### config.mk
export PLATFORM = sky130hd
export DESIGN_NAME = stable_min_priority_queue
export DESIGN_NICKNAME = d
export VERILOG_FILES = /design/src/rtl/core/smpq_pkg.sv /design/src/rtl/core/smpq_cell.sv /design/src/rtl/core/stable_min_priority_queue.sv
export SDC_FILE = /design/constraint.sdc
export NUM_CORES = 2
export LEC_CHECK = 0
export BUFFER_PORTS_ARGS = -buffer_cell sky130_fd_sc_hd__buf_2
export CAP_MARGIN = 10
export CORE_MARGIN = 5
export CORE_UTILIZATION = 53
export CTS_CLUSTER_SIZE = 8
export DETAILED_ROUTE_END_ITERATION = 10
export PLACE_DENSITY = 0.69
export SLEW_MARGIN = 20
export SYNTH_ARGS = -nofsm -noshare
export SYNTH_HDL_FRONTEND = slang
export SYNTH_SLANG_ARGS = --single-unit
### constraint.sdc
create_clock -name clk_i -period 7.98 [get_ports clk_i]
set_input_delay 0.798 -clock clk_i [delete_from_list [all_inputs] [get_ports clk_i]]
set_output_delay 0.798 -clock clk_i [all_outputs]
set_load 0.05 [all_outputs]
### src/rtl/core/smpq_pkg.sv
`default_nettype none

package smpq_pkg;

  localparam int ValueW = 32;
  localparam int PrioW  = 16;

  // command codes
  localparam logic CMD_ENQ = 1'b0;
  localparam logic CMD_DEQ = 1'b1;

  // result status codes
  localparam logic [1:0] ST_ENQUEUED = 2'd0;
  localparam logic [1:0] ST_DEQUEUED = 2'd1;
  localparam logic [1:0] ST_EMPTY    = 2'd2;
  localparam logic [1:0] ST_FULL     = 2'd3;

  typedef struct packed {
    logic signed [ValueW-1:0] value;
    logic signed [PrioW-1:0]  prio;
  } smpq_entry_t;

  // broadcast to every cell
  typedef struct packed {
    logic        enq;
    logic        deq;
    smpq_entry_t entry;
  } smpq_ctrl_t;

endpackage

`default_nettype wire

### src/rtl/core/smpq_cell.sv
`default_nettype none

module smpq_cell (
  input  wire logic                 clk_i,
  input  wire smpq_pkg::smpq_ctrl_t ctrl_i,
  input  wire logic                 occupied_i,
  input  wire logic                 prev_after_i,
  input  wire smpq_pkg::smpq_entry_t prev_entry_i,
  input  wire smpq_pkg::smpq_entry_t next_entry_i,
  output logic                      after_o,
  output smpq_pkg::smpq_entry_t     entry_o
);
  import smpq_pkg::*;

  smpq_entry_t entry_q, entry_d;

  // stored entry stays ahead of the new one on ties (arrival order kept)
  assign after_o = occupied_i && (entry_q.prio <= ctrl_i.entry.prio);
  assign entry_o = entry_q;

  always_comb begin
    entry_d = entry_q;
    if (ctrl_i.enq) begin
      if (!after_o) begin
        entry_d = prev_after_i ? ctrl_i.entry : prev_entry_i;
      end
    end else if (ctrl_i.deq) begin
      entry_d = next_entry_i;
    end
  end

  always_ff @(posedge clk_i) begin
    entry_q <= entry_d;
  end

endmodule

`default_nettype wire

### src/rtl/core/stable_min_priority_queue.sv
// A result is registered in the cycle after its transaction is accepted.
// One transaction per cycle while in_ready_o is high; each cell compares its priority with
// the incoming one in parallel, so enqueue and dequeue both update every cell at once.
// in_ready_o drops only while a result waits and out_ready_i is low.
// Reset (rst_ni, async, active low) empties the queue and clears out_valid_o;
// cell contents are not cleared and are never read before being written.
`default_nettype none

module stable_min_priority_queue #(
  parameter int CAPACITY = 16
) (
  input  wire logic                             clk_i,
  input  wire logic                             rst_ni,
  input  wire logic                             in_valid_i,
  output logic                                  in_ready_o,
  input  wire logic                             command_i,
  input  wire logic signed [smpq_pkg::ValueW-1:0] item_value_i,
  input  wire logic signed [smpq_pkg::PrioW-1:0]  item_priority_i,
  output logic                                  out_valid_o,
  input  wire logic                             out_ready_i,
  output logic signed [smpq_pkg::ValueW-1:0]    out_value_o,
  output logic        [1:0]                     status_o,
  output logic        [4:0]                     entry_count_o
);
  import smpq_pkg::*;

  localparam int CntW = $clog2(CAPACITY + 1);
  localparam logic [CntW-1:0] CntMax = CntW'(CAPACITY);

  // occupancy count; cell i holds a live entry when i < count_q
  logic [CntW-1:0] count_q, count_d;

  // output register
  logic                     out_valid_q;
  logic signed [ValueW-1:0] out_value_q, out_value_d;
  logic [1:0]               status_q, status_d;
  logic [31:0]              count_ext;

  logic accept;
  logic full, empty;
  smpq_ctrl_t ctrl;

  // cell chain links
  smpq_entry_t entries [CAPACITY];
  logic [CAPACITY-1:0] after;
  logic [CAPACITY-1:0] occupied;

  // output stage frees up in the same cycle it is drained
  assign in_ready_o = !out_valid_q || out_ready_i;
  assign accept     = in_valid_i && in_ready_o;

  assign full  = (count_q == CntMax);
  assign empty = (count_q == '0);

  assign ctrl.enq         = accept && (command_i == CMD_ENQ) && !full;
  assign ctrl.deq         = accept && (command_i == CMD_DEQ) && !empty;
  assign ctrl.entry.value = item_value_i;
  assign ctrl.entry.prio  = item_priority_i;

  generate
    for (genvar i = 0; i < CAPACITY; i++) begin : g_cell
      logic        prev_after;
      smpq_entry_t prev_entry;
      smpq_entry_t next_entry;

      assign occupied[i] = (count_q > CntW'(i));

      if (i == 0) begin : g_head
        // head cell: nothing ahead, so a non-trailing head takes the new entry
        assign prev_after = 1'b0;
        assign prev_entry = ctrl.entry;
      end else begin : g_body
        assign prev_after = after[i-1];
        assign prev_entry = entries[i-1];
      end

      if (i == CAPACITY - 1) begin : g_tail
        // tail holds on dequeue; its content is beyond the count afterwards
        assign next_entry = entries[i];
      end else begin : g_mid
        assign next_entry = entries[i+1];
      end

      smpq_cell u_cell (
        .clk_i        (clk_i),
        .ctrl_i       (ctrl),
        .occupied_i   (occupied[i]),
        .prev_after_i (prev_after),
        .prev_entry_i (prev_entry),
        .next_entry_i (next_entry),
        .after_o      (after[i]),
        .entry_o      (entries[i])
      );
    end
  endgenerate

  // next count and result of the accepted transaction
  always_comb begin
    count_d     = count_q;
    out_value_d = '0;
    status_d    = ST_ENQUEUED;
    if (command_i == CMD_ENQ) begin
      if (full) begin
        status_d = ST_FULL;
      end else begin
        count_d = count_q + CntW'(1);
      end
    end else begin
      if (empty) begin
        status_d = ST_EMPTY;
      end else begin
        status_d    = ST_DEQUEUED;
        out_value_d = entries[0].value;
        count_d     = count_q - CntW'(1);
      end
    end
  end

  always_ff @(posedge clk_i or negedge rst_ni) begin
    if (!rst_ni) begin
      count_q     <= '0;
      out_valid_q <= 1'b0;
    end else begin
      if (accept) begin
        count_q     <= count_d;
        out_valid_q <= 1'b1;
      end else if (out_ready_i) begin
        out_valid_q <= 1'b0;
      end
    end
  end

  always_ff @(posedge clk_i) begin
    if (accept) begin
      out_value_q <= out_value_d;
      status_q    <= status_d;
    end
  end

  // count_q already reflects the last accepted transaction
  assign count_ext     = 32'(count_q);
  assign out_valid_o   = out_valid_q;
  assign out_value_o   = out_value_q;
  assign status_o      = status_q;
  assign entry_count_o = count_ext[4:0];

endmodule

`default_nettype wire
=== Yosys cells after proc, flatten, opt, wreduce, memory -nomap -nowiden ===
Index checks and enable logic that the tools add are counted.

* Flip-flop bits (word level): 808
* Word-level logic and storage cells: 204
* Output and inout bits: 41
* Bits of input ports: 53

* $add $sub $neg: 2
* Reduce and logical (&&, ||, !) cells: 46
* Mux-type cells: 68
* Magnitude comparators: 32
* Bitwise logic cells: 2
* Equal/unequal tests: 18

{| class="wikitable"
|+ Operator list
! kind !! number
|-
| 48-bit 2-to-1 mux || 60
|-
| 16-bit <= comparator || 16
|-
| 5-bit by 4-bit > comparator with 1-bit output, second input constant || 8
|-
| 2-bit inequality test, second input constant || 17
|-
| 2-bit AND reduction || 16
|-
| 1-bit logical AND || 21
|-
| 5-bit by 3-bit > comparator with 1-bit output, second input constant || 4
|-
| 5-bit 2-to-1 mux || 3
|-
| 5-bit by 1-bit > comparator with 1-bit output, second input constant || 2
|-
| 5-bit by 2-bit > comparator with 1-bit output, second input constant || 2
|-
| 2-bit 2-to-1 mux || 3
|-
| 5-bit by 1-bit adder with 5-bit output, second input constant || 1
|-
| 5-bit equality test, second input constant || 1
|-
| 5-bit zero test || 1
|-
| 5-bit by 1-bit subtractor with 5-bit output, second input constant || 1
|-
| 2-bit nonzero test || 2
|-
| 1-bit zero test || 3
|-
| 3-bit AND reduction || 1
|-
| 1-bit 2-to-1 mux || 2
|-
| 1-bit inverter || 2
|-
| 2-bit OR reduction || 1
|-
| 1-bit logical OR || 1
|}

=== Longest topological paths before layout ===
* Depth after elaboration: 7
* Depth in mapped cells: 14
* Depth with buffers taken out: 9

=== Modules after synthesis ===
From an unflattened synthesis, not the netlist that was laid out.

* Cell total of the unflattened synthesis: 4,557
* Area, all modules: 47,993.5 sq um

{| class="wikitable"
|+ Modules (own cells, without submodules)
! module !! sequential area each (sq um) !! cells an instance !! times used !! area an instance (sq um)
|-
| smpq_cell (g_cell[0].u_cell ...) || 1,441.4 || 277 || 10 || 2,892.8
|-
| smpq_cell (g_cell[4].u_cell ...) || 1,441.4 || 271 || 6 || 2,855.2
|-
| stable_min_priority_queue || 1,171.1 || 161 || 1 || 1,934.4
|}

=== Worst setup path before layout ===
OpenSTA, ideal clock, no wires.

* Path type: input to register
* Start point: in item_priority_i[1] in the netlist's numbering
* End point: reg g_cell[6].u_cell.entry_q, in the netlist g_cell[6].u_cell.entry_o[0] (enable)
* Arrival time: 6.513 ns
* Setup time: 0.520 ns
* Required time: 7.460 ns
* Slack: 0.947 ns
* Stages: 11
* Path buffers: 3
* Cell sequence: clkbuf_1 inv_1 ha_1 nor2b_1 o211ai_1 a2111o_1 o2111a_1 or2_2 clkbuf_1 clkbuf_1 o21ai_0

* Word-level cells in the longest chain between the ends: 4

{| class="wikitable"
|+ RTL lines
! what !! RTL line !! source
|-
| from (decl) || stable_min_priority_queue.sv:18 || <nowiki>input wire logic signed [smpq_pkg::PrioW-1:0] item_priority_i,</nowiki>
|-
| 16-bit <= comparator || smpq_cell.sv:18 || <nowiki>assign after_o = occupied_i && (entry_q.prio <= ctrl_i.entry.prio);</nowiki>
|-
| 1-bit logical AND || smpq_cell.sv:18 ||
|-
| 2-bit inequality test (no line) || - ||
|-
| 2-bit AND reduction (no line) || - ||
|-
| to (signal assigned) || smpq_cell.sv:33 || <nowiki>entry_q <= entry_d;</nowiki>
|-
| to (decl) || smpq_cell.sv:15 || <nowiki>smpq_entry_t entry_q, entry_d;</nowiki>
|}

Every way passes these cells.
A chain may end at the register's enable or synchronous reset.

=== Worst setup path after layout ===
* Start point: in item_priority_i[14] in the netlist's numbering
* End point: reg g_cell[5].u_cell.entry_q, in the netlist g_cell[5].u_cell.entry_o[2] (enable)

* Word-level cells in the longest chain between the ends: 4

{| class="wikitable"
|+ RTL lines
! what !! RTL line
|-
| 16-bit <= comparator || smpq_cell.sv:18
|-
| 1-bit logical AND || smpq_cell.sv:18
|-
| 2-bit inequality test (no line) || -
|-
| 2-bit AND reduction (no line) || -
|-
| to (signal assigned) || smpq_cell.sv:33
|-
| to (decl) || smpq_cell.sv:15
|}

Every way passes these cells.

==> metrics <==
Worst EP arrival 5.52 ns; asr flop ratio synth 0.743%; H-Tree Level Count 3; drt pass-1 iters 9; Yosys cell types 69; nets 5028; EDFF count, synth 802; P_leak 19.7 nW; Synth Cell Area 48900 um2; most used cell, CP buf_4; CTS Hold Bufs 1; Row Count 111; WHS 0.438 ns; Worst Tran Pin Value 1.17 ns; vias per cell 7.24; Pwr Total 16.5 mW; setup tns final 0 ns; pre-CTS WS 2.31 ns; VDD IR-drop max 0.000264 V; clock latency on the worst-skew pair 0.71 ns; CP peak stage delay 0.82 ns; total grt overflow 0; switching share of total power 39.3%; Seq cells post-synth 808; DRT iter0 DRCs 6450; global-route wire length before repair 262000 um; RSZ-0062 raised after global routing no; CTS tree yes; max-cap viol count 0; outcome completed; Starting Density 53.4%; leading cell types in the layout, fill and taps excluded edfxtp_1, nand2_1, a21oi_1; cell family with most CP delay buffers and inverters; final period utilization 64.9%; Crit Path Class in -> reg; DPL Wire Length 105000 um; Final WS setup 2.80 ns; Worst Skew 0.0415 ns; vias in the first global route 40.2k; setup bufs post-CTS 0; Final Hold Fails 0; Worst-path clk slew 0.05 ns; Main synth FF type edfxtp_1; relative slew slack 20.2%; Worst Setup Start Kind input port; Routability Congestion 0.966; Area after DPL 50100 um2; via count 42.9k; core box area 91700 um2; Filler cells 7775; Final Setup Violations 0; Max Root-Sink Buffers 3; Post-Syn Instances 4919; die width 314 um; multi-input logic area 22900 um2; post_cts resized 0; layout cell share with drive strength beyond 1 12.9%; most common cell after layout, fill and taps aside edfxtp_1; P&R area growth vs syn 8.52%; post-route ant nets 0; GRT Total Usage 34.7%; FF+latch area 24200 um2; Power Dens Cells 311 nW/um2; clock share of power 26.2%; sequential fraction of the synthesis area 49.5%; routed len/inst 30.0 um; CTS Sinks 808; CTS Root Cell clkbuf_16; Hold Path Class in -> reg; Pint 10.0 mW; max-slew violation count 0; CP max-delay cell nand2_2; drc violations 0; die area 98500 um2; Synthesized Nets 5233; Syn. warnings 0; # IOs 94; CP Cell Sequence buf_2, inv_1, ha_1, nand4_1, a2111oi_0, nor4_1, a211oi_4, buf_4, nand2_1, nand2_2, buf_4; I/O Buffers 93; Worst Path Required 8.32 ns; Sw Pwr 6.48 mW; final wirelength 178000 um; Avg Inst Size Synth 9.94 um2; Min Clock Period, post-route 5.18 ns; CP Capture Type flop; Num CTS Buffers 111; sequential share of power 39.1%; Bufs and invs on worst path 4; Final Cell Area 53100 um2; largest net degree at the start of global routing 239; crit-path max FO 38; die height 314 um; fmax 193 MHz; initial antenna violation count 9; Comb pwr share 34.6%
==> cell type report <==
cell class	count	area share (%)
multi-input cells	3554	43.1
inverters	50	0.354
clock inverters	9	0.262
well taps	1186	2.80
flip-flops and latches	808	45.7
repair buffers	189	2.50
clock buffers	125	5.33
diodes	6	0.0283
==> cell families after synthesis <==
logic type	count (synthesis)	share of synthesized area, %
flops	808	49.5
buf+inv	557	4.61
fa+ha+maj	261	6.68
compound gates	1655	23.1
xor+xnor	5	0.0896
mux	120	2.58
simple gates	1513	13.4
==> cell usage after synthesis, types with 49 or more instances <==
cell	number	area share (%)
ha_1	261	6.7
a221o_1	97	2.0
a21oi_1	566	5.8
o21ai_0	295	3.0
o221a_2	191	4.4
nand4_1	62	0.79
o22ai_1	143	1.8
nor2_1	377	2.9
edfxtp_1	802	49
o31ai_1	50	0.77
nand2_1	623	4.8
a221oi_1	49	0.88
mux2i_1	72	1.5
nand3_1	233	2.4
buf_2	84	0.86
clkbuf_1	392	3.0
o221ai_1	56	1.0
nor3_1	111	1.1
==> registers in the layout, summed over array words and instances, names as in the netlist <==
name / cells
entry_count_o: 5
g_cell.u_cell.entry_o: 768
out_valid_o: 1
out_value_o: 32
status_o: 2
==> power groups by stage <==
stage	clock network, mW	logic, mW	registers (mW)
2_1_floorplan	0	3.54	6.36
3_3_place_gp	0	5.35	6.49
3_5_place_dp	0	5.50	6.50
4_1_cts	4.35	5.52	6.43
5_1_grt	4.54	6.00	6.51
6_report	4.33	5.71	6.46
==> routing by layer <==
layer / GRT usage [%] / routed length [um] / vias to the layer above
met2: 51.6 / 77000 / 3120
met4: 13.9 / 8050 / 8
met5: 0 / 47 / -
li1: - / - / 18500
met1: 49.1 / 69900 / 20800
met3: 8.85 / 22900 / 519
==> worst register-to-register path: cells and delay by family, from the launching register on <==
kind	cells	cell delay, ns
buffers and inverters	4	1.45
AOI/OAI and AO/OA	1	0.28
muxes	1	0.92
and+or+nand+nor	5	0.94
adders and majority gates	1	0.24
DFF	1	0.62
==> through the flow <==
step	utilization [%]	std cells
after floorplan	-	4919
after global placement	54.6	5783
after detailed placement	54.6	5786
after CTS	57.9	5921
after global routing	57.9	5921
final	57.9	5927
==> worst paths after layout <==
kind                                                        startpoint                                      end  slack, ns  cells past startpoint
worst max-delay path                               item_priority_i[14]    g_cell[5].u_cell.entry_o[2]$_DFFE_PP_       2.80                     11
worst min-delay path                                        in_valid_i                  out_valid_o$_DFFE_PN0P_       0.44                      2
worst max register to register            entry_count_o[0]$_DFFE_PN0P_  g_cell[11].u_cell.entry_o[21]$_DFFE_PP_       3.37                     12
worst min register to register  g_cell[1].u_cell.entry_o[44]$_DFFE_PP_   g_cell[0].u_cell.entry_o[44]$_DFFE_PP_       0.54                      2
max in group asynchronous                                       rst_ni             entry_count_o[1]$_DFFE_PN0P_       7.23                      2
min in group asynchronous                                       rst_ni                  out_valid_o$_DFFE_PN0P_       0.51                      2
(Power assumes the default switching activity.)
